`config.mk`:
```
export PLATFORM = sky130hd
export DESIGN_NAME = string_escape_utf8_decoder_core_flat
export DESIGN_NICKNAME = d
export VERILOG_FILES = /design/src/design/seud_pkg.sv /design/src/design/seud_in_if.sv /design/src/design/seud_out_if.sv /design/src/design/seud_front.sv /design/src/design/seud_cmd_fifo.sv /design/src/design/seud_back.sv /design/src/design/string_escape_utf8_decoder_core.sv /design/src/flat_wrapper.sv
export VERILOG_INCLUDE_DIRS = /design/src /design/src/design
export SDC_FILE = /design/constraint.sdc
export NUM_CORES = 1
export LEC_CHECK = 0
export ABC_CLOCK_PERIOD_IN_PS = 7640
export BUFFER_PORTS_ARGS = -buffer_cell sky130_fd_sc_hd__buf_2
export CORE_UTILIZATION = 40
export DETAILED_ROUTE_END_ITERATION = 6
export GPL_ROUTABILITY_DRIVEN = 0
export PLACE_DENSITY = 0.56
export SETUP_SLACK_MARGIN = 0.05
export SYNTH_ARGS = -nofsm -noshare
export SYNTH_HDL_FRONTEND = slang
export SYNTH_HIERARCHICAL = 1
export SYNTH_SLANG_ARGS = --single-unit
```
`constraint.sdc`:
```
create_clock -name clk -period 7.64 [get_ports clk]
set_input_delay 1.528 -clock clk [delete_from_list [all_inputs] [get_ports clk]]
set_output_delay 1.528 -clock clk [all_outputs]
set_load 0.005 [all_outputs]
```
`src/design/assert_macros.svh`:
```
// Assertion macros shared by the escape decoder RTL.
// Each macro expects clk and rst_n in scope at the point of use.
`ifndef ASSERT_MACROS_SVH
`define ASSERT_MACROS_SVH

// Checked on every rising edge outside reset.
`define SEUD_ASSERT(lbl, prop, msg) \
    lbl: assert property (@(posedge clk) disable iff (!rst_n) (prop)) else $error(msg);

// Checked on every rising edge, reset included.
`define SEUD_ASSERT_ANY(lbl, prop, msg) \
    lbl: assert property (@(posedge clk) (prop)) else $error(msg);

`endif

```
`src/design/seud_pkg.sv`:
```
// Package of the string escape decoder: parser modes, command words, character codes.
// No dependencies; the parser, queue, emitter and core files import it.
`default_nettype none

package seud_pkg;

    // Depth of the command queue between the parser and the UTF-8 emitter.
    localparam int unsigned CMD_FIFO_DEPTH = 2;

    typedef enum logic [1:0] {
        MODE_TEXT = 2'd0,
        MODE_ESC  = 2'd1,
        MODE_HEX  = 2'd2
    } mode_t;

    typedef enum logic {
        CMD_BYTE = 1'b0,
        CMD_UTF8 = 1'b1
    } cmd_kind_t;

    // One command from the parser: a plain byte (value[7:0]) or a code point to encode.
    typedef struct packed {
        cmd_kind_t   kind;
        logic [31:0] value;
        logic        last;
        logic        err;
    } cmd_t;

    // Characters of interest.
    localparam logic [7:0] CH_BSLASH = 8'h5C;
    localparam logic [7:0] CH_N      = 8'h6E;
    localparam logic [7:0] CH_R      = 8'h72;
    localparam logic [7:0] CH_B      = 8'h62;
    localparam logic [7:0] CH_V      = 8'h76;
    localparam logic [7:0] CH_A      = 8'h61;
    localparam logic [7:0] CH_F      = 8'h66;
    localparam logic [7:0] CH_T      = 8'h74;
    localparam logic [7:0] CH_X      = 8'h78;
    localparam logic [7:0] CH_U_LO   = 8'h75;
    localparam logic [7:0] CH_U_UP   = 8'h55;

    // Control codes produced by the simple escapes.
    localparam logic [7:0] CTL_LF  = 8'h0A;
    localparam logic [7:0] CTL_CR  = 8'h0D;
    localparam logic [7:0] CTL_BS  = 8'h08;
    localparam logic [7:0] CTL_VT  = 8'h0B;
    localparam logic [7:0] CTL_BEL = 8'h07;
    localparam logic [7:0] CTL_FF  = 8'h0C;
    localparam logic [7:0] CTL_HT  = 8'h09;

    // Digit counts of the hex escapes.
    localparam logic [3:0] DIGITS_X  = 4'd2;
    localparam logic [3:0] DIGITS_U  = 4'd4;
    localparam logic [3:0] DIGITS_UU = 4'd8;

    // UTF-8 length thresholds and lead bytes (original six-byte form).
    localparam logic [31:0] LIM_2 = 32'h0000_0080;
    localparam logic [31:0] LIM_3 = 32'h0000_0800;
    localparam logic [31:0] LIM_4 = 32'h0001_0000;
    localparam logic [31:0] LIM_5 = 32'h0020_0000;
    localparam logic [31:0] LIM_6 = 32'h0400_0000;
    localparam logic [7:0]  LEAD_2 = 8'hC0;
    localparam logic [7:0]  LEAD_3 = 8'hE0;
    localparam logic [7:0]  LEAD_4 = 8'hF0;
    localparam logic [7:0]  LEAD_5 = 8'hF8;
    localparam logic [7:0]  LEAD_6 = 8'hFC;
    localparam logic [7:0]  CONT_MARK = 8'h80;
    localparam logic [5:0]  CONT_MASK = 6'h3F;

    function automatic logic is_hex(input logic [7:0] c);
        return (c >= 8'h30 && c <= 8'h39) ||
               (c >= 8'h61 && c <= 8'h66) ||
               (c >= 8'h41 && c <= 8'h46);
    endfunction

    // Digit value; only meaningful when is_hex holds.
    function automatic logic [3:0] hex_val(input logic [7:0] c);
        logic [3:0] v;
        if (c <= 8'h39)
        begin
            v = c[3:0];
        end
        else
        begin
            v = 4'(c[3:0] + 4'd9);
        end
        return v;
    endfunction

endpackage

`default_nettype wire

```
`src/design/seud_in_if.sv`:
```
// Input channel of the escape decoder: one literal byte and its end-of-string flag.
// Stand-alone; no package needed.
`default_nettype none

interface seud_in_if;
    logic       valid;
    logic       ready;
    logic [7:0] in_byte;
    logic       end_of_string;

    modport source (output valid, output in_byte, output end_of_string, input ready);
    modport sink   (input valid, input in_byte, input end_of_string, output ready);
endinterface

`default_nettype wire

```
`src/design/seud_out_if.sv`:
```
// Output channel of the escape decoder: one decoded byte with last and error marks.
// Stand-alone; no package needed.
`default_nettype none

interface seud_out_if;
    logic       valid;
    logic       ready;
    logic [7:0] out_byte;
    logic       is_last;
    logic       bad_escape;

    modport source (output valid, output out_byte, output is_last, output bad_escape,
                    input ready);
    modport sink   (input valid, input out_byte, input is_last, input bad_escape,
                    output ready);
endinterface

`default_nettype wire

```
`src/design/seud_front.sv`:
```
// Parser front end: accepts literal bytes, tracks escape state, issues commands.
// Depends on seud_pkg, seud_in_if and assert_macros.svh.
`default_nettype none
`include "assert_macros.svh"

module seud_front
    import seud_pkg::*;
(
    input  wire logic  clk,
    input  wire logic  rst_n,
    seud_in_if.sink    in_ch,
    output cmd_t       cmd,
    output logic       cmd_valid,
    input  wire logic  cmd_ready
);

    mode_t       mode_reg, mode_next;
    logic [3:0]  digits_left_reg, digits_left_next;
    logic [31:0] code_value_reg, code_value_next;
    logic        fault_seen_reg, fault_seen_next;

    logic        accept;
    logic        emit;
    logic [7:0]  c;
    logic        last;
    logic [31:0] code_shift;
    logic [3:0]  digits_dec;

    assign in_ch.ready = cmd_ready;
    assign accept      = in_ch.valid && cmd_ready;
    assign cmd_valid   = accept && emit;
    assign c           = in_ch.in_byte;
    assign last        = in_ch.end_of_string;
    assign code_shift  = {code_value_reg[27:0], hex_val(c)};
    assign digits_dec  = digits_left_reg - 4'd1;

    always_comb
    begin
        mode_next        = mode_reg;
        digits_left_next = digits_left_reg;
        code_value_next  = code_value_reg;
        fault_seen_next  = fault_seen_reg;
        emit             = 1'b0;
        cmd.kind         = CMD_BYTE;
        cmd.value        = {24'd0, c};
        cmd.last         = last;
        cmd.err          = 1'b0;

        if (fault_seen_reg)
        begin
            // Drop everything until the final byte, then report once.
            if (last)
            begin
                emit      = 1'b1;
                cmd.value = 32'd0;
                cmd.err   = 1'b1;
            end
        end
        else
        begin
            case (mode_reg)
                MODE_ESC:
                begin
                    mode_next = MODE_TEXT;
                    emit      = 1'b1;
                    case (c)
                        CH_N:    cmd.value = {24'd0, CTL_LF};
                        CH_R:    cmd.value = {24'd0, CTL_CR};
                        CH_B:    cmd.value = {24'd0, CTL_BS};
                        CH_V:    cmd.value = {24'd0, CTL_VT};
                        CH_A:    cmd.value = {24'd0, CTL_BEL};
                        CH_F:    cmd.value = {24'd0, CTL_FF};
                        CH_T:    cmd.value = {24'd0, CTL_HT};
                        CH_X, CH_U_LO, CH_U_UP:
                        begin
                            if (last)
                            begin
                                cmd.value = 32'd0;
                                cmd.err   = 1'b1;
                            end
                            else
                            begin
                                emit            = 1'b0;
                                mode_next       = MODE_HEX;
                                code_value_next = 32'd0;
                                if (c == CH_X)
                                begin
                                    digits_left_next = DIGITS_X;
                                end
                                else if (c == CH_U_LO)
                                begin
                                    digits_left_next = DIGITS_U;
                                end
                                else
                                begin
                                    digits_left_next = DIGITS_UU;
                                end
                            end
                        end
                        default: cmd.value = {24'd0, c};
                    endcase
                end

                MODE_HEX:
                begin
                    if (!is_hex(c))
                    begin
                        if (last)
                        begin
                            emit      = 1'b1;
                            cmd.value = 32'd0;
                            cmd.err   = 1'b1;
                        end
                        else
                        begin
                            fault_seen_next = 1'b1;
                        end
                        mode_next        = MODE_TEXT;
                        digits_left_next = 4'd0;
                        code_value_next  = 32'd0;
                    end
                    else if (digits_dec == 4'd0)
                    begin
                        emit             = 1'b1;
                        cmd.kind         = CMD_UTF8;
                        cmd.value        = code_shift;
                        mode_next        = MODE_TEXT;
                        digits_left_next = 4'd0;
                        code_value_next  = 32'd0;
                    end
                    else if (last)
                    begin
                        // The string ended before all digits arrived.
                        emit      = 1'b1;
                        cmd.value = 32'd0;
                        cmd.err   = 1'b1;
                    end
                    else
                    begin
                        code_value_next  = code_shift;
                        digits_left_next = digits_dec;
                    end
                end

                default:
                begin
                    if (c == CH_BSLASH && !last)
                    begin
                        mode_next = MODE_ESC;
                    end
                    else
                    begin
                        mode_next = MODE_TEXT;
                        emit      = 1'b1;
                    end
                end
            endcase
        end

        // The final byte always returns the parser to its reset state.
        if (last)
        begin
            mode_next        = MODE_TEXT;
            digits_left_next = 4'd0;
            code_value_next  = 32'd0;
            fault_seen_next  = 1'b0;
        end
    end

    always_ff @(posedge clk or negedge rst_n)
    begin
        if (!rst_n)
        begin
            mode_reg        <= MODE_TEXT;
            digits_left_reg <= 4'd0;
            code_value_reg  <= 32'd0;
            fault_seen_reg  <= 1'b0;
        end
        else if (accept)
        begin
            mode_reg        <= mode_next;
            digits_left_reg <= digits_left_next;
            code_value_reg  <= code_value_next;
            fault_seen_reg  <= fault_seen_next;
        end
    end

    `SEUD_ASSERT(a_fault_clears_escape, fault_seen_reg |-> (mode_reg == MODE_TEXT && digits_left_reg == 4'd0), "fault left escape state behind")
    `SEUD_ASSERT(a_hex_has_digits, (mode_reg == MODE_HEX) |-> (digits_left_reg != 4'd0), "hex mode with no digits left")

endmodule

`default_nettype wire

```
`src/design/seud_cmd_fifo.sv`:
```
// Short command queue between the parser and the UTF-8 emitter.
// Depends on seud_pkg and assert_macros.svh.
`default_nettype none
`include "assert_macros.svh"

module seud_cmd_fifo
    import seud_pkg::*;
#(
    parameter int unsigned DEPTH = CMD_FIFO_DEPTH
)
(
    input  wire logic  clk,
    input  wire logic  rst_n,
    input  wire logic  push_valid,
    output logic       push_ready,
    input  wire cmd_t  push_data,
    output logic       pop_valid,
    input  wire logic  pop_ready,
    output cmd_t       pop_data
);

    localparam int unsigned AW = (DEPTH > 1) ? $clog2(DEPTH) : 1;
    localparam int unsigned CW = $clog2(DEPTH + 1);

    cmd_t            mem_reg [DEPTH];
    logic [AW-1:0]   wr_ptr_reg, rd_ptr_reg;
    logic [CW-1:0]   count_reg;
    logic            push, pop;

    assign push_ready = (count_reg != CW'(DEPTH));
    assign pop_valid  = (count_reg != '0);
    assign pop_data   = mem_reg[rd_ptr_reg];
    assign push       = push_valid && push_ready;
    assign pop        = pop_valid && pop_ready;

    function automatic logic [AW-1:0] next_ptr(input logic [AW-1:0] p);
        return (p == AW'(DEPTH - 1)) ? '0 : AW'(p + 1'b1);
    endfunction

    always_ff @(posedge clk)
    begin
        if (push)
        begin
            mem_reg[wr_ptr_reg] <= push_data;
        end
    end

    always_ff @(posedge clk or negedge rst_n)
    begin
        if (!rst_n)
        begin
            wr_ptr_reg <= '0;
            rd_ptr_reg <= '0;
            count_reg  <= '0;
        end
        else
        begin
            if (push)
            begin
                wr_ptr_reg <= next_ptr(wr_ptr_reg);
            end
            if (pop)
            begin
                rd_ptr_reg <= next_ptr(rd_ptr_reg);
            end
            if (push && !pop)
            begin
                count_reg <= CW'(count_reg + 1'b1);
            end
            else if (pop && !push)
            begin
                count_reg <= CW'(count_reg - 1'b1);
            end
        end
    end

    `SEUD_ASSERT(a_fifo_count_range, count_reg <= CW'(DEPTH), "command queue overfilled")

endmodule

`default_nettype wire

```
`src/design/seud_back.sv`:
```
// Back end: turns commands into output bytes, expanding code points into UTF-8.
// Depends on seud_pkg, seud_out_if and assert_macros.svh.
`default_nettype none
`include "assert_macros.svh"

module seud_back
    import seud_pkg::*;
(
    input  wire logic  clk,
    input  wire logic  rst_n,
    input  wire cmd_t  cmd,
    input  wire logic  cmd_valid,
    output logic       cmd_ready,
    seud_out_if.source out_ch
);

    // Output register.
    logic        ov_reg, ov_next;
    logic [7:0]  ob_reg, ob_next;
    logic        ol_reg, ol_next;
    logic        oe_reg, oe_next;

    // Continuation bytes still owed, next group at the top of rem_reg.
    logic [31:0] rem_reg, rem_next;
    logic [2:0]  rem_cnt_reg, rem_cnt_next;
    logic        rem_last_reg, rem_last_next;

    logic        load;
    logic [7:0]  lead;
    logic [31:0] cont_rem;
    logic [2:0]  cont_cnt;
    logic [31:0] w;

    assign w = cmd.value;

    // Lead byte and left-aligned continuation groups for the sequence length.
    always_comb
    begin
        if (w < LIM_2)
        begin
            lead     = w[7:0];
            cont_rem = 32'd0;
            cont_cnt = 3'd0;
        end
        else if (w < LIM_3)
        begin
            lead     = 8'(w >> 6) | LEAD_2;
            cont_rem = w << 26;
            cont_cnt = 3'd1;
        end
        else if (w < LIM_4)
        begin
            lead     = 8'(w >> 12) | LEAD_3;
            cont_rem = w << 20;
            cont_cnt = 3'd2;
        end
        else if (w < LIM_5)
        begin
            lead     = 8'(w >> 18) | LEAD_4;
            cont_rem = w << 14;
            cont_cnt = 3'd3;
        end
        else if (w < LIM_6)
        begin
            lead     = 8'(w >> 24) | LEAD_5;
            cont_rem = w << 8;
            cont_cnt = 3'd4;
        end
        else
        begin
            lead     = 8'(w >> 30) | LEAD_6;
            cont_rem = w << 2;
            cont_cnt = 3'd5;
        end
    end

    assign load      = !ov_reg || out_ch.ready;
    assign cmd_ready = load && (rem_cnt_reg == 3'd0);

    always_comb
    begin
        ov_next       = ov_reg;
        ob_next       = ob_reg;
        ol_next       = ol_reg;
        oe_next       = oe_reg;
        rem_next      = rem_reg;
        rem_cnt_next  = rem_cnt_reg;
        rem_last_next = rem_last_reg;

        if (load)
        begin
            if (rem_cnt_reg != 3'd0)
            begin
                ov_next      = 1'b1;
                ob_next      = CONT_MARK | {2'b00, rem_reg[31:26] & CONT_MASK};
                ol_next      = rem_last_reg && (rem_cnt_reg == 3'd1);
                oe_next      = 1'b0;
                rem_next     = rem_reg << 6;
                rem_cnt_next = 3'(rem_cnt_reg - 3'd1);
            end
            else if (cmd_valid)
            begin
                ov_next = 1'b1;
                if (cmd.kind == CMD_BYTE)
                begin
                    ob_next = cmd.value[7:0];
                    ol_next = cmd.last;
                    oe_next = cmd.err;
                end
                else
                begin
                    ob_next       = lead;
                    ol_next       = cmd.last && (cont_cnt == 3'd0);
                    oe_next       = 1'b0;
                    rem_next      = cont_rem;
                    rem_cnt_next  = cont_cnt;
                    rem_last_next = cmd.last;
                end
            end
            else
            begin
                ov_next = 1'b0;
            end
        end
    end

    always_ff @(posedge clk or negedge rst_n)
    begin
        if (!rst_n)
        begin
            ov_reg      <= 1'b0;
            rem_cnt_reg <= 3'd0;
        end
        else
        begin
            ov_reg      <= ov_next;
            rem_cnt_reg <= rem_cnt_next;
        end
    end

    always_ff @(posedge clk)
    begin
        ob_reg       <= ob_next;
        ol_reg       <= ol_next;
        oe_reg       <= oe_next;
        rem_reg      <= rem_next;
        rem_last_reg <= rem_last_next;
    end

    assign out_ch.valid      = ov_reg;
    assign out_ch.out_byte   = ob_reg;
    assign out_ch.is_last    = ol_reg;
    assign out_ch.bad_escape = oe_reg;

    `SEUD_ASSERT(a_error_is_final_zero, (ov_reg && oe_reg) |-> (ol_reg && ob_reg == 8'd0), "error word not final or not zero")
    `SEUD_ASSERT(a_cont_count_range, rem_cnt_reg <= 3'd5, "too many continuation bytes pending")

endmodule

`default_nettype wire

```
`src/design/string_escape_utf8_decoder_core.sv`:
```
// String escape decoder. Takes the body of a string literal one word per cycle
// while the command queue has room, the final byte flagged by end_of_string,
// and gives the decoded bytes one word per cycle while the receiver is ready.
// Simple escapes (n r b v a f t) become control codes, other escaped bytes pass
// as themselves, and \x, \u, \U collect 2, 4 or 8 hex digits whose value leaves
// as a UTF-8 sequence of 1 to 6 bytes in the original long form. A malformed or
// unfinished hex escape yields one word at the end of the string with out_byte
// zero and both is_last and bad_escape set; bytes that were emitted before the
// fault stand. The input stalls only when the command queue (FIFO_DEPTH
// entries) is full, which happens while a hex escape that expands to more than
// one byte holds the emitter or the receiver holds off; the queue absorbs
// following input meanwhile. The parser decides combinationally and writes its
// command into the queue when the word is accepted, and the emitter loads the
// output register from the queue once that register is free.
`default_nettype none

module string_escape_utf8_decoder_core
    import seud_pkg::*;
#(
    parameter int unsigned FIFO_DEPTH = CMD_FIFO_DEPTH
)
(
    input  wire logic  clk,
    input  wire logic  rst_n,
    seud_in_if.sink    in_ch,
    seud_out_if.source out_ch
);

    // Commands from the parser into the queue.
    cmd_t front_cmd;
    logic front_valid;
    logic front_ready;

    // Commands from the queue into the emitter.
    cmd_t back_cmd;
    logic back_valid;
    logic back_ready;

    // The parser keeps all escape state and issues at most one command per
    // input word: a literal byte, an error marker, or a code point to encode.
    seud_front u_front (
        .clk       (clk),
        .rst_n     (rst_n),
        .in_ch     (in_ch),
        .cmd       (front_cmd),
        .cmd_valid (front_valid),
        .cmd_ready (front_ready)
    );

    // The queue decouples the two halves so the parser keeps taking input
    // while a multi-byte sequence drains.
    seud_cmd_fifo #(
        .DEPTH (FIFO_DEPTH)
    ) u_fifo (
        .clk        (clk),
        .rst_n      (rst_n),
        .push_valid (front_valid),
        .push_ready (front_ready),
        .push_data  (front_cmd),
        .pop_valid  (back_valid),
        .pop_ready  (back_ready),
        .pop_data   (back_cmd)
    );

    // The emitter writes one byte per cycle into its output register while the
    // receiver is ready, and walks through the continuation bytes of a UTF-8 sequence.
    seud_back u_back (
        .clk       (clk),
        .rst_n     (rst_n),
        .cmd       (back_cmd),
        .cmd_valid (back_valid),
        .cmd_ready (back_ready),
        .out_ch    (out_ch)
    );

endmodule

`default_nettype wire

```
`src/flat_wrapper.sv`:
```
// flat-port wrapper written by rule: the top's interface ports become plain ports
module string_escape_utf8_decoder_core_flat import seud_pkg::*;
#(
    parameter int unsigned FIFO_DEPTH = CMD_FIFO_DEPTH
)
  (clk, rst_n, in_ch_valid, in_ch_in_byte, in_ch_end_of_string, in_ch_ready, out_ch_valid, out_ch_out_byte, out_ch_is_last, out_ch_bad_escape, out_ch_ready);
  seud_in_if in_ch_i ();
  seud_out_if out_ch_i ();
  input  wire logic clk;
  input  wire logic rst_n;
  input wire logic [$bits(in_ch_i.valid)-1:0] in_ch_valid;
  input wire logic [$bits(in_ch_i.in_byte)-1:0] in_ch_in_byte;
  input wire logic [$bits(in_ch_i.end_of_string)-1:0] in_ch_end_of_string;
  output wire logic [$bits(in_ch_i.ready)-1:0] in_ch_ready;
  output wire logic [$bits(out_ch_i.valid)-1:0] out_ch_valid;
  output wire logic [$bits(out_ch_i.out_byte)-1:0] out_ch_out_byte;
  output wire logic [$bits(out_ch_i.is_last)-1:0] out_ch_is_last;
  output wire logic [$bits(out_ch_i.bad_escape)-1:0] out_ch_bad_escape;
  input wire logic [$bits(out_ch_i.ready)-1:0] out_ch_ready;
  assign in_ch_i.valid = in_ch_valid;
  assign in_ch_i.in_byte = in_ch_in_byte;
  assign in_ch_i.end_of_string = in_ch_end_of_string;
  assign in_ch_ready = in_ch_i.ready;
  assign out_ch_valid = out_ch_i.valid;
  assign out_ch_out_byte = out_ch_i.out_byte;
  assign out_ch_is_last = out_ch_i.is_last;
  assign out_ch_bad_escape = out_ch_i.bad_escape;
  assign out_ch_i.ready = out_ch_ready;
  string_escape_utf8_decoder_core #(.FIFO_DEPTH(FIFO_DEPTH)) u_core (.clk(clk), .rst_n(rst_n), .in_ch(in_ch_i), .out_ch(out_ch_i));
endmodule
```
## Word level (Yosys, flattened, before mapping)

Memories as Yosys holds them, arrays and structs flattened.
Index checks and enable logic that the tools add are counted.

- Add/subtract/negate cells: 7
- $mul: 0
- Div/mod/pow operators: 0
- $lt $le $gt $ge: 11
- Equality and inequality tests: 18
- Shift-type cells: 0
- Muxes and demuxes: 85
- Bitwise gates (word level): 1
- Reductions and logical operators: 35

Operator list:

| operator | count |
|---|---|
| 32-bit two-way mux | 11 |
| 28-bit two-way mux | 5 |
| 8-bit by 7-bit == test with 1-bit output, second input constant | 11 |
| 32-bit case mux with 2 select lines | 1 |
| 8-bit case mux with 8 select lines | 1 |
| 28-bit case mux with 2 select lines | 1 |
| 8-bit two-way mux | 6 |
| 4-bit two-way mux | 9 |
| 32-bit by 12-bit < comparator with 1-bit output, second input constant | 1 |
| 32-bit by 17-bit < comparator with 1-bit output, second input constant | 1 |
| 32-bit by 22-bit < comparator with 1-bit output, second input constant | 1 |
| 32-bit by 27-bit < comparator with 1-bit output, second input constant | 1 |
| 32-bit by 8-bit < comparator with 1-bit output, second input constant | 1 |
| 1-bit two-way mux | 31 |
| 3-bit two-way mux | 8 |
| 8-bit by 7-bit >= comparator with 1-bit output, second input constant | 2 |
| 8-bit by 7-bit <= comparator with 1-bit output, second input constant | 2 |
| 2-bit two-way mux | 7 |
| 1-bit logical AND | 13 |
| 8-bit by 6-bit >= comparator with 1-bit output, second input constant | 1 |
| 8-bit by 6-bit <= comparator with 1-bit output, second input constant | 1 |
| 4-bit case mux with 2 select lines | 1 |
| 4-bit AND reduction | 2 |
| 2-bit nonzero test | 4 |
| 24 further kinds | 35 |

- Flip-flop bits (word level): 86
- Bits in latches: 0
- RAM bits: 70
- ROM bits: 0
- Input port bits: 13
- Output and inout port bits: 12
- Word-level logic and storage cells: 174
- Memories: 1

Memory list:

| memory | depth | bits a word | rd ports | clocked after Yosys merged registers in | wr ports | RTL line | RTL |
|---|---|---|---|---|---|---|---|
| u_core.u_fifo.mem_reg | 2 | 35 | 1 | 0 | 1 | seud_cmd_fifo.sv:25 | `cmd_t mem_reg [DEPTH];` |

## Depth between registers and ports, before layout

Gate-level depths: netlist (run 1).

- Word-level depth: 13
- Gate-level depth with buffers: 15

## Cells and area by module

Netlist (run 1), hierarchy kept.

By module, submodules not included:

| module | instances | cells an instance | area an instance (um^2) | seq. area each (um^2) |
|---|---|---|---|---|
| seud_back | 1 | 306 | 2872.8 | 1331.3 |
| seud_cmd_fifo | 1 | 127 | 2870.3 | 2202.1 |
| seud_front | 1 | 274 | 2517.4 | 875.8 |

## Least setup slack after synthesis (run 1)

OpenSTA, ideal clock, no wires.

- Path kind: input -> register
- Start point: in in_ch_in_byte[1]
- End point: mem u_core/u_fifo/mem_reg[0][0] (netlist name), enable pin
- Setup time: 0.427 ns
- Arrival time: 4.739 ns
- Required time: 7.213 ns
- Setup slack: 2.474 ns
- Stages on the path: 11
- Path through: inv_1 > ha_1 > o21bai_2 > a2111oi_4 > o21ai_2 > buf_4 > nand2_1 > a221oi_1 > a211oi_1 > nand2_1 > nor2_1

- Longest elaborated chain between the ends: 11
- Elaborated cells on any way between the ends: 26
- Classes of those cells: 6 x order compare; 4 x eq/ne; 7 x mux; 9 x reduce/logical

Ends and longest elaborated chain:

| what | RTL line | RTL |
|---|---|---|
| start: declaration | flat_wrapper.sv:12 | `input wire logic [$bits(in_ch_i.in_byte)-1:0] in_ch_in_byte;` |
| 8-bit by 6-bit >= comparator with 1-bit output (tied with other cells) | seud_pkg.sv:71 | `return (c >= 8'h30 && c <= 8'h39) \|\|` |
| 1-bit logical AND (on tied branches) | seud_pkg.sv:71, seud_pkg.sv:72 |  |
| 1-bit logical OR | seud_pkg.sv:71 |  |
| 1-bit logical OR | seud_pkg.sv:72 | `(c >= 8'h61 && c <= 8'h66) \|\|` |
| 1-bit two-way mux | seud_front.sv:106 | `if (!is_hex(c))` |
| 1-bit case mux with 2 select lines * | seud_front.sv:61 | `case (mode_reg)` |
| 1-bit two-way mux * | seud_front.sv:49 | `if (fault_seen_reg)` |
| 1-bit logical AND * | seud_front.sv:31 | `assign cmd_valid = accept && emit;` |
| via u_core.front_valid | string_escape_utf8_decoder_core.sv:31 | `logic front_valid;` |
| 1-bit logical AND * | seud_cmd_fifo.sv:33 | `assign push = push_valid && push_ready;` |
| 1-bit two-way mux * | seud_cmd_fifo.sv:42 | `if (push)` |
| 1-bit two-way mux (not written as such) * | seud_cmd_fifo.sv:44 | `mem_reg[wr_ptr_reg] <= push_data;` |
| end: declaration | seud_cmd_fifo.sv:25 |  |

The timed path passes the listed nets; every way through them passes the cells marked *.

## Final worst setup path (run 1)

- Start point: in in_ch_in_byte[1]
- End point: reg u_core.u_fifo.count_reg[1]

- Longest elaborated chain between the ends: 12
- Elaborated cells on any way between the ends: 29
- Classes of those cells: 6 x order compare; 4 x eq/ne; 6 x mux; 13 x reduce/logical

Ends and longest elaborated chain:

| what | RTL line | RTL |
|---|---|---|
| 8-bit by 6-bit >= comparator with 1-bit output (tied with other cells) | seud_pkg.sv:71 |  |
| 1-bit logical AND (on tied branches) | seud_pkg.sv:71, seud_pkg.sv:72 |  |
| 1-bit logical OR | seud_pkg.sv:71 |  |
| 1-bit logical OR | seud_pkg.sv:72 |  |
| 1-bit two-way mux | seud_front.sv:106 |  |
| 1-bit case mux with 2 select lines * | seud_front.sv:61 |  |
| 1-bit two-way mux * | seud_front.sv:49 |  |
| 1-bit logical AND * | seud_front.sv:31 |  |
| via u_core.front_valid | string_escape_utf8_decoder_core.sv:31 |  |
| 1-bit logical AND * | seud_cmd_fifo.sv:33 |  |
| via u_core.u_fifo.push | seud_cmd_fifo.sv:28 | `logic push, pop;` |
| 1-bit zero test | seud_cmd_fifo.sv:70 | `else if (pop && !push)` |
| 1-bit logical AND | seud_cmd_fifo.sv:70 |  |
| 2-bit nonzero test (no line) | - |  |
| end signal: assignment | seud_cmd_fifo.sv:68 | `count_reg <= CW'(count_reg + 1'b1);` |
| end signal: assignment | seud_cmd_fifo.sv:72 | `count_reg <= CW'(count_reg - 1'b1);` |
| end: declaration | seud_cmd_fifo.sv:27 | `logic [CW-1:0] count_reg;` |

Marks and branches as above.
A chain may end at the register's enable or synchronous reset.

==> metrics.md, run 1 <==
| Metric | Value |
|---|---|
| Result of the run | finished, final reports clean |
| Final worst path period need | 4.33 ns |
| Die width | 146 um |
| Post-cts repair resize count | 0 |
| R2r startpoint | u_core/u_fifo/rd_ptr_reg$_DFFE_PN0P_ |
| Final Setup Violations | 0 |
| Clock latency at the later pin of the worst-skew pair | 0.43 ns |
| Final total negative setup slack | 0 ns |
| Power Density | 325 mW/mm^2 |
| Clock-pin transition on the worst setup and hold timing paths | 0.06 ns |
| Routed len/inst | 18.9 um |
| CTS tree | yes |
| Clock buffer count from CTS | 17 |
| CP max stage delay | 0.53 ns |
| Reg-to-reg slack, setup | 4.12 ns |
| Slew @ Worst Pin | 1.01 ns |
| Min Hold Slack | 0.486 ns |
| Max-slew violation count | 0 |
| First-pass GRT wire length | 30.6 mm |
| Final worst clock skew | roughly 0.012 ns |
| Main area contributors after synthesis | sky130_fd_sc_hd__edfxtp_1 40%, sky130_fd_sc_hd__dfrtp_1 13%, sky130_fd_sc_hd__mux2_4 5.6% |
| Cells after synthesis | 707 |
| Highest-count cells in the layout ignoring fill and taps | 111 x sky130_fd_sc_hd__edfxtp_1, 75 x sky130_fd_sc_hd__nand2_1, 45 x sky130_fd_sc_hd__nor2_1 |
| Count of clock tree sinks | between 150 and 200 |
| Compound-cell area share of the yosys netlist | 0.146 |
| Y dimension of the die | 146 um |
| Slowest stage cell, crit path | sky130_fd_sc_hd__o21ai_2 |
| Most common library cell in the layout ignoring fill and taps | sky130_fd_sc_hd__edfxtp_1 |
| Diode count | 0 |
| Post-synthesis instance area | 0.00826 sq mm |
| Number of cells on the worst reg-to-reg path | 7 |
| Post-Synth Adder-Cell Area | 0.0197 |
| Routed vias/inst | 5.76 |
| Synth area leader | sky130_fd_sc_hd__edfxtp_1 |
| Drc violations | 0 |
| Maximum fanout along the worst path | 16 |
| Port Buffer Count | 24 |
| Number of rows in the core area | 52 |
| Vias in the first global route | 5,600 |
| Worst Hold Launch | u_core/u_fifo/count_reg[1]$_DFFE_PN0P_ |
| Arr. time, crit path | about 4.7 ns |
| Async set or reset register ratio after synthesis | 0.279 |
| Crit path capture type | flip-flop |
| Type of origin of the critical path | input pin |
| Parity-gate share of the synthesized area counting xor and xnor cells | 0.00848 |
| Post-cts hold buffer count | 0 |
| Startpoint-to-endpoint class of the critical path | input pin to flip-flop |
| Static Leakage | 3.41 nW |
| Top FF cell, synth | sky130_fd_sc_hd__edfxtp_1 |
| Max Clk Rate | 231 MHz |
| Cell Count Post-Placement | a little under 1,000 |
| Max Buffers Root-to-Sink | 2 |
| Post-synth EDFFs | 111 |
| Maximum vdd drop | 0.000179 V |
| Initial cell density of the core | 0.408 |
| Hold Path Class | flip-flop to flip-flop |
| Global-route total usage across every layer | 0.185 |
| Hold Path Depth | 1 |
| Max_cap viols | 0 |
| Required time reported for the critical path endpoint | approximately 8 ns |
| Post-synth top area share | 0.404 |
| Unrepaired setup endpoints after global routing | no |
| P&R area growth vs syn | 10.4% |
| Remaining global-route overflow | 0 |
| Net count of the mapped netlist | 733 |
| Critical path buffer and inverter count | 3 |
| Largest register FFs | 70 |
| Simple-gate share of the synthesized area | 0.159 |
| Dpl hpwl | 13.1 mm |
| Drt initial violations | a little over 500 |
| Ys Warns | 6 |
| Number of ports placed on the die boundary | 25 |
| CP top delay family | simple AND/OR/NAND/NOR gates |
| Final-report hold violation count | 0 |
| Chain of cells forming the critical path | buf_2 > inv_1 > ha_1 > or3b_2 > and4_1 > o21ai_2 > nand2_1 > a221oi_1 > a211oi_1 > nand2_1 > inv_1 > ha_1 > xor2_1 > nor2_1 > xor2_1 |
| Post-Route WL | 18.8 mm |
| Number of antenna violations at the first check in global routing | 0 |
| Number of non-filler instances in the completed layout | approximately 1,000 |
| Seq/Total Area, Yosys | 0.534 |
| Area of the die | 0.0212 sq mm |
| Mux contribution to synthesized area | 0.0915 |
| Worst slew margin relative to its limit | 0.324 |
| R2r endpoint | u_core/u_back/rem_reg[22]$_DFFE_PP_ |
| Drt pass-1 iters | 5 |
| Maximum number of pins on one net before global-route repair | 44 |
| CTS H-Tree Depth | 4 |
| Unique cell type count in the Yosys netlist | 78 |
| Fin nets | 741 |
| Number of vias in the routed layout | 5,749 |
| Worst Hold Path EP | u_core/u_fifo/count_reg[1]$_DFFE_PN0P_ |
| Remaining antenna violation count after routing | 0 |
| Average size of a mapped cell | 11.7 sq um |
| Synth Register Bits | 154 |
| Final Cycle Share | 0.567 |
| Number of buffers added for setup after CTS | 0 |
| Fraction of layout instances using a drive strength above 1 | 0.184 |
| Core area | 0.0202 sq mm |
| Combinational family with the most area after synthesis | simple AND/OR/NAND/NOR gates |
| Clock Tree Root | sky130_fd_sc_hd__clkbuf_16 |
worst max path at each step:
stage | endpoint | cells after the start | start | slack, ns
6_report | u_core/u_fifo/count_reg[1]$_DFFE_PN0P_ | 15 | in_ch_in_byte[1] | 3.31
5_1_grt | u_core/u_fifo/count_reg[1]$_DFFE_PN0P_ | 15 | in_ch_in_byte[1] | 3.05
4_1_cts | u_core/u_fifo/count_reg[1]$_DFFE_PN0P_ | 14 | in_ch_in_byte[1] | 3.35
3_5_place_dp | u_core/u_fifo/count_reg[1]$_DFFE_PN0P_ | 14 | in_ch_in_byte[1] | 2.92
3_3_place_gp | u_core/u_fifo/count_reg[1]$_DFFE_PN0P_ | 14 | in_ch_in_byte[1] | 3.02
2_1_floorplan | u_core/u_fifo/mem_reg[0][0]$_DFFE_PP_ | 11 | in_ch_in_byte[1] | 2.47
metal layers:
metal | GRT usage | routed length, um | vias to the layer above | part of all wire
li1 | - | - | 2686 | -
met1 | 0.253 | 8690 | 2834 | 0.46
met2 | 0.288 | 8790 | 191 | 0.47
met3 | 0.0389 | 871 | 38 | 0.046
met4 | 0.0700 | 479 | 0 | 0.025
met5 | 0 | 0 | - | 0
synthesized netlist by cell type, drive strengths merged (2+ instances only):
library cell and n:
edfxtp 111, nand2 75, nor2 48, mux2 47, dfrtp 43, a22o 31
and2 28, a21oi 27, nand3 27, buf 22, o21ai 22, clkbuf 21
inv 19, a31oi 15, nor3 15, ha 13, o211ai 12, and3 11
mux2i 11, nor4 8, a32o 6, nand2b 6, nand4 6, o21bai 6
xnor2 6, a211oi 5, nor2b 4, nor3b 4, o22ai 4, a211o 3
a21o 3, a221oi 3, nand3b 3, nand4b 3, o31ai 3, or3 3
or4 3, a2111oi 2, a41oi 2, and2b 2, o2111ai 2, o2bb2ai 2
o41ai 2, or3b 2, xor2 2
per-stage QoR:
| step | instance area, sq um | worst slack, ns | utilization | power (mW) |
|---|---|---|---|---|
| floorplan | 8260 | 2.47 | - | 1.91 |
| global placement | 8520 | 3.02 | 0.421 | 2.11 |
| detailed placement | 8520 | 2.92 | 0.421 | 2.12 |
| CTS | 9120 | 3.35 | 0.451 | 2.98 |
| global route | 9120 | 3.05 | 0.451 | 3.12 |
| finish | 9120 | 3.31 | 0.451 | 2.96 |
final cells by class:
class | instances | area (sq um)
Fill cell | 1871 | 11100
Sequential cell | 154 | 4410
Multi-Input combinational cell | 491 | 3520
Clock buffer | 18 | 429
Tap cell | 270 | 338
Timing Repair Buffer | 32 | 180
Clock inverter | 14 | 170
Inverter | 19 | 71.3
logic make-up after synthesis:
family | count (synthesis)
AOI/OAI and AO/OA | 160
xor gates and xnor gates | 8
adders and majority gates | 13
buffers and inverters | 62
DFF | 154
muxes | 58
and+or+nand+nor | 252
power by group:
| group | switching, mW | total (mW) | internal, mW |
|---|---|---|---|
| Clock | 0.342 | 0.856 | 0.514 |
| Sequential | 0.0590 | 1.20 | 1.14 |
| Combinational | 0.543 | 0.904 | 0.361 |
| Total | 0.945 | 2.96 | 2.02 |
No activity file was read; power rests on OpenSTA's default activity.
==> run 2, diff against run 1 <==
--- a/config.mk
+++ b/config.mk
@@ -6,7 +6,8 @@
 export SDC_FILE = /design/constraint.sdc
 export NUM_CORES = 1
 export LEC_CHECK = 0
-export ABC_CLOCK_PERIOD_IN_PS = 7640
+export ABC_AREA = 1
+export ABC_CLOCK_PERIOD_IN_PS = 4200
 export BUFFER_PORTS_ARGS = -buffer_cell sky130_fd_sc_hd__buf_2
 export CORE_UTILIZATION = 40
 export DETAILED_ROUTE_END_ITERATION = 6
==> constraint.sdc (replaced) <==
create_clock -name clk -period 4.2 [get_ports clk]
set_input_delay 0.84 -clock clk [delete_from_list [all_inputs] [get_ports clk]]
set_output_delay 0.84 -clock clk [all_outputs]
set_load 0.005 [all_outputs]
==> run 2 against run 1 <==
  * Clock-buffer cell count increased by 1
  * Synthesized area grew 4.9%
  * Worst setup slack got worse by 2.2 ns
  * Worst hold slack worse by 0.031 ns
  * Critical endpoint is now u_core/u_back/rem_reg[8]$_DFFE_PP_
  * Largest cell class unchanged
  * Final cell count is 32% higher
==> metrics.md, run 2 <==
| Metric | Value |
|---|---|
| Diode count | 0 (unchanged) |
| Top cell types by occurrence after synthesis | 315 x sky130_fd_sc_hd__nand2_1, 111 x sky130_fd_sc_hd__edfxtp_1, 106 x sky130_fd_sc_hd__inv_1 |
| Final-report hold violation count | 0 (unchanged) |
| Fill cells | 2,054 (+9.8%) |
| Max Buffers Root-to-Sink | 2 (unchanged) |
| Startpoint-to-endpoint class of the critical path | flip-flop to flip-flop |
| Top FF cell, synth | sky130_fd_sc_hd__edfxtp_1 |
| Slew @ Worst Pin | 0.915 ns (-0.0992 ns) |
| Type of origin of the critical path | flip-flop |
| Number of buffers added for setup after CTS | 0 (unchanged) |
| Post-synth EDFFs | 111 (unchanged) |
| Post-Route WL | 21.1 mm (+12%) |
| Static Leakage | 4.12 nW (+21%) |
| R2r startpoint | u_core/u_back/rem_cnt_reg[0]$_DFFE_PN0P_ |
| Synth area leader | sky130_fd_sc_hd__edfxtp_1 |
| CTS H-Tree Depth | 4 (unchanged) |
| Final total negative setup slack | 0 ns (unchanged) |
| Largest register FFs | 70 (unchanged) |
| Seq/Total Area, Yosys | 0.509 (-0.0248) |
| Power Density | 631 mW/mm^2 (+94%) |
| Number of vias in the routed layout | 6,762 (+18%) |
| Number of rows in the core area | 53 (+1.9%) |
| Post-Synth Adder-Cell Area | 0.0188 (-0.000916) |
| Port Buffer Count | 24 (unchanged) |
| CTS tree | yes |
| Mux contribution to synthesized area | 0 (-0.0915) |
| Y dimension of the die | 149 um (+2.4%) |
| Global-route total usage across every layer | 0.198 (+0.0127) |
| Routed len/inst | 16.0 um (-15%) |
| Post-cts hold buffer count | 0 (unchanged) |
| Net count of the mapped netlist | 1,042 (+42%) |
| Maximum fanout along the worst path | 30 (+14) |
| First-pass GRT wire length | 33.5 mm (+9.4%) |
| Simple-gate share of the synthesized area | 0.268 (+0.109) |
| Vias in the first global route | 6,257 (+12%) |
| Main area contributors after synthesis | sky130_fd_sc_hd__edfxtp_1 38%, sky130_fd_sc_hd__nand2_1 14%, sky130_fd_sc_hd__dfrtp_1 12% |
| Most frequent cell after synthesis | sky130_fd_sc_hd__nand2_1 |
| Routed vias/inst | 5.13 (-11%) |
| Count of clock tree sinks | 154 (unchanged) |
| Number of antenna violations at the first check in global routing | 0 (unchanged) |
| Final worst clock skew | 0.00792 ns (-0.00382 ns) |
| Drc violations | 0 (unchanged) |
| Max Clk Rate | 325 MHz |
| Max-slew violation count | 0 (unchanged) |
| Share of total power consumed by net switching | 0.386 (+0.0677) |
| Max_cap viols | 0 (unchanged) |
| Maximum vdd drop | 0.000339 V (+90%) |
| Unrepaired setup endpoints after global routing | no |
| Average size of a mapped cell | 8.53 sq um (-27%) |
| Crit path capture type | flip-flop |
| Clock latency at the later pin of the worst-skew pair | 0.43 ns (about the same) |
| Clock Tree Root | sky130_fd_sc_hd__clkbuf_16 |
| Final worst path period need | slightly above 3 ns |
| Switching power summed over all nets | 2.33 mW (+150%) |
| Combinational family with the most area after synthesis | simple AND/OR/NAND/NOR gates |
| Post-layout worst setup margin | 1.13 ns (-2.18 ns) |
| Parity-gate share of the synthesized area counting xor and xnor cells | 0.00303 (-0.00545) |
| Final Setup Violations | 0 (unchanged) |
| Final Cycle Share | 0.732 |
| Clock-pin transition on the worst setup and hold timing paths | 0.06 ns (about the same) |
| Clock buffer count from CTS | 17 (unchanged) |
| Most common library cell in the layout ignoring fill and taps | sky130_fd_sc_hd__nand2_1 |
| Maximum number of pins on one net before global-route repair | 37 (-16%) |
| Remaining global-route overflow | 0 (unchanged) |
| Core area | 0.0212 sq mm (+4.5%) |
| Result of the run | finished, final reports clean |
| Fraction of layout instances using a drive strength above 1 | 0.139 (-0.0449) |
| Compound-cell area share of the yosys netlist | 0.118 (-0.0285) |
| Number of cells on the worst reg-to-reg path | 10 (+3) |
| P_int | 3.69 mW (+83%) |
| Die width | 149 um (+2.4%) |
| Area of the die | 0.0223 sq mm (+4.8%) |
| Post-cts repair resize count | 0 (unchanged) |
| Async set or reset register ratio after synthesis | 0.279 (unchanged) |
| Post-synthesis instance area | 0.00866 sq mm (+4.9%) |
| Ys Warns | 6 (unchanged) |
| Reg-to-reg slack, setup | 1.13 ns (-2.99 ns) |
| CP startpoint | u_core/u_back/rem_cnt_reg[0]$_DFFE_PN0P_ |
| Dpl hpwl | 15.4 mm (+17%) |
| Number of ports placed on the die boundary | 25 (unchanged) |
| Share of total power in combinational logic | 0.367 (+0.062) |
| Part of the total power dissipated in sequential elements | 0.377 (-0.029) |
| Fin nets | 1,055 (+42%) |
| Worst slew margin relative to its limit | 0.390 (+0.0654) |
| Cells after synthesis | 1,016 (+44%) |
| Initial cell density of the core | 0.410 (+0.00130) |
| Post-place setup slack | 0.833 ns (-2.08 ns) |
| Synth Register Bits | 154 (unchanged) |
| Drt pass-1 iters | 6 (+1) |
| Required time reported for the critical path endpoint | 4.28 ns (-3.71 ns) |
| Clk pwr share | 0.256 (-0.033) |
| Unique cell type count in the Yosys netlist | 44 (-44%) |
| R2r endpoint | u_core/u_back/rem_reg[8]$_DFFE_PP_ |
| Remaining antenna violation count after routing | 0 (unchanged) |
| Arr. time, crit path | 3.15 ns (-1.53 ns) |
| P&R area growth vs syn | 10.1% |
| Highest-count cells in the layout ignoring fill and taps | 315 x sky130_fd_sc_hd__nand2_1, 111 x sky130_fd_sc_hd__edfxtp_1, 106 x sky130_fd_sc_hd__inv_1 |
| Hold Path Class | input pin to asynchronous set/reset pin |
| Power, Total | 6.02 mW (+100%) |
| Drt initial violations | 499 (-1.4%) |
| Post-synth top area share | 0.385 (-0.0188) |
[run 2: cell count changes after synthesis, sizes merged, moves of 15 or more]
cell	previous run	this run
a22o	31	0
a31oi	15	0
and2	28	0
inv	19	116
mux2	47	0
nand2	75	338
nand3	27	55
nor2	48	96
nor3	15	30
o21ai	22	69
o22ai	4	31
[run 2: worst max-delay path, stage by stage, from the launching register on]
cell and delay, ns:
sky130_fd_sc_hd__dfrtp_1 0.34, sky130_fd_sc_hd__inv_1 0.08, sky130_fd_sc_hd__ha_1 0.20, sky130_fd_sc_hd__inv_1 0.11, sky130_fd_sc_hd__nor2_4 0.10, sky130_fd_sc_hd__inv_1 0.68
sky130_fd_sc_hd__o21bai_1 0.11, sky130_fd_sc_hd__inv_1 0.34, sky130_fd_sc_hd__o21ai_1 0.26, sky130_fd_sc_hd__inv_1 0.11, sky130_fd_sc_hd__buf_4 0.37
[run 2: how the worst max path moves through the flow]
stage | to | slack [ns] | depth (start not counted)
6_report | u_core/u_back/rem_reg[8]$_DFFE_PP_ | 1.13 | 10
5_1_grt | u_core/u_back/rem_reg[24]$_DFFE_PP_ | 0.79 | 10
4_1_cts | u_core/u_back/rem_reg[8]$_DFFE_PP_ | 1.06 | 10
3_5_place_dp | u_core/u_fifo/mem_reg[0][32]$_DFFE_PP_ | 0.83 | 14
3_3_place_gp | u_core/u_fifo/mem_reg[0][31]$_DFFE_PP_ | 0.91 | 14
2_1_floorplan | u_core/u_fifo/mem_reg[0][0]$_DFFE_PP_ | 0.11 | 12
[run 2: power by group through the flow]
stage | clock network [mW] | logic [mW] | registers [mW]
floorplan | 0 | 1.64 | 2.27
finish | 1.54 | 2.21 | 2.27
global route | 1.63 | 2.49 | 2.31
CTS | 1.58 | 2.21 | 2.27
global placement | 0 | 2.20 | 2.30
detailed placement | 0 | 2.20 | 2.30
[run 2: logic make-up after synthesis]
kind of cell,count (synthesis)
compound gates,157
xor+xnor,3
fa+ha+maj,13
buf+inv,158
flops,154
simple gates,531
[run 2: layer usage]
metal  global-route usage  wire (um)  vias to the layer above
li1                     -          -                     3387
met1                0.260       9580                     3147
met2                0.320       9990                      193
met3               0.0391       1050                       35
met4               0.0776        513                        0
met5                    0          0                        -
[run 2: area by class of cell]
class | instances | area (sq um) | share of cell area
multi-input cells | 704 | 3540 | 0.371
clock inverters | 13 | 153 | 0.0160
clock buffers | 19 | 443 | 0.0464
repair buffers | 36 | 210 | 0.0220
inverters | 116 | 443 | 0.0464
well taps | 275 | 344 | 0.0361
flip-flops and latches | 154 | 4410 | 0.462
[run 2: per-stage QoR]
stage	hold slack, ns	cell area [sq um]	instances	utilization
finish	0.454	9540	1317	0.451
global route	0.494	9540	1317	0.451
CTS	0.464	9540	1317	0.451
detailed placement	0.487	8940	1285	0.423
global placement	0.489	8940	1285	0.423
floorplan	0.459	8660	1016	-
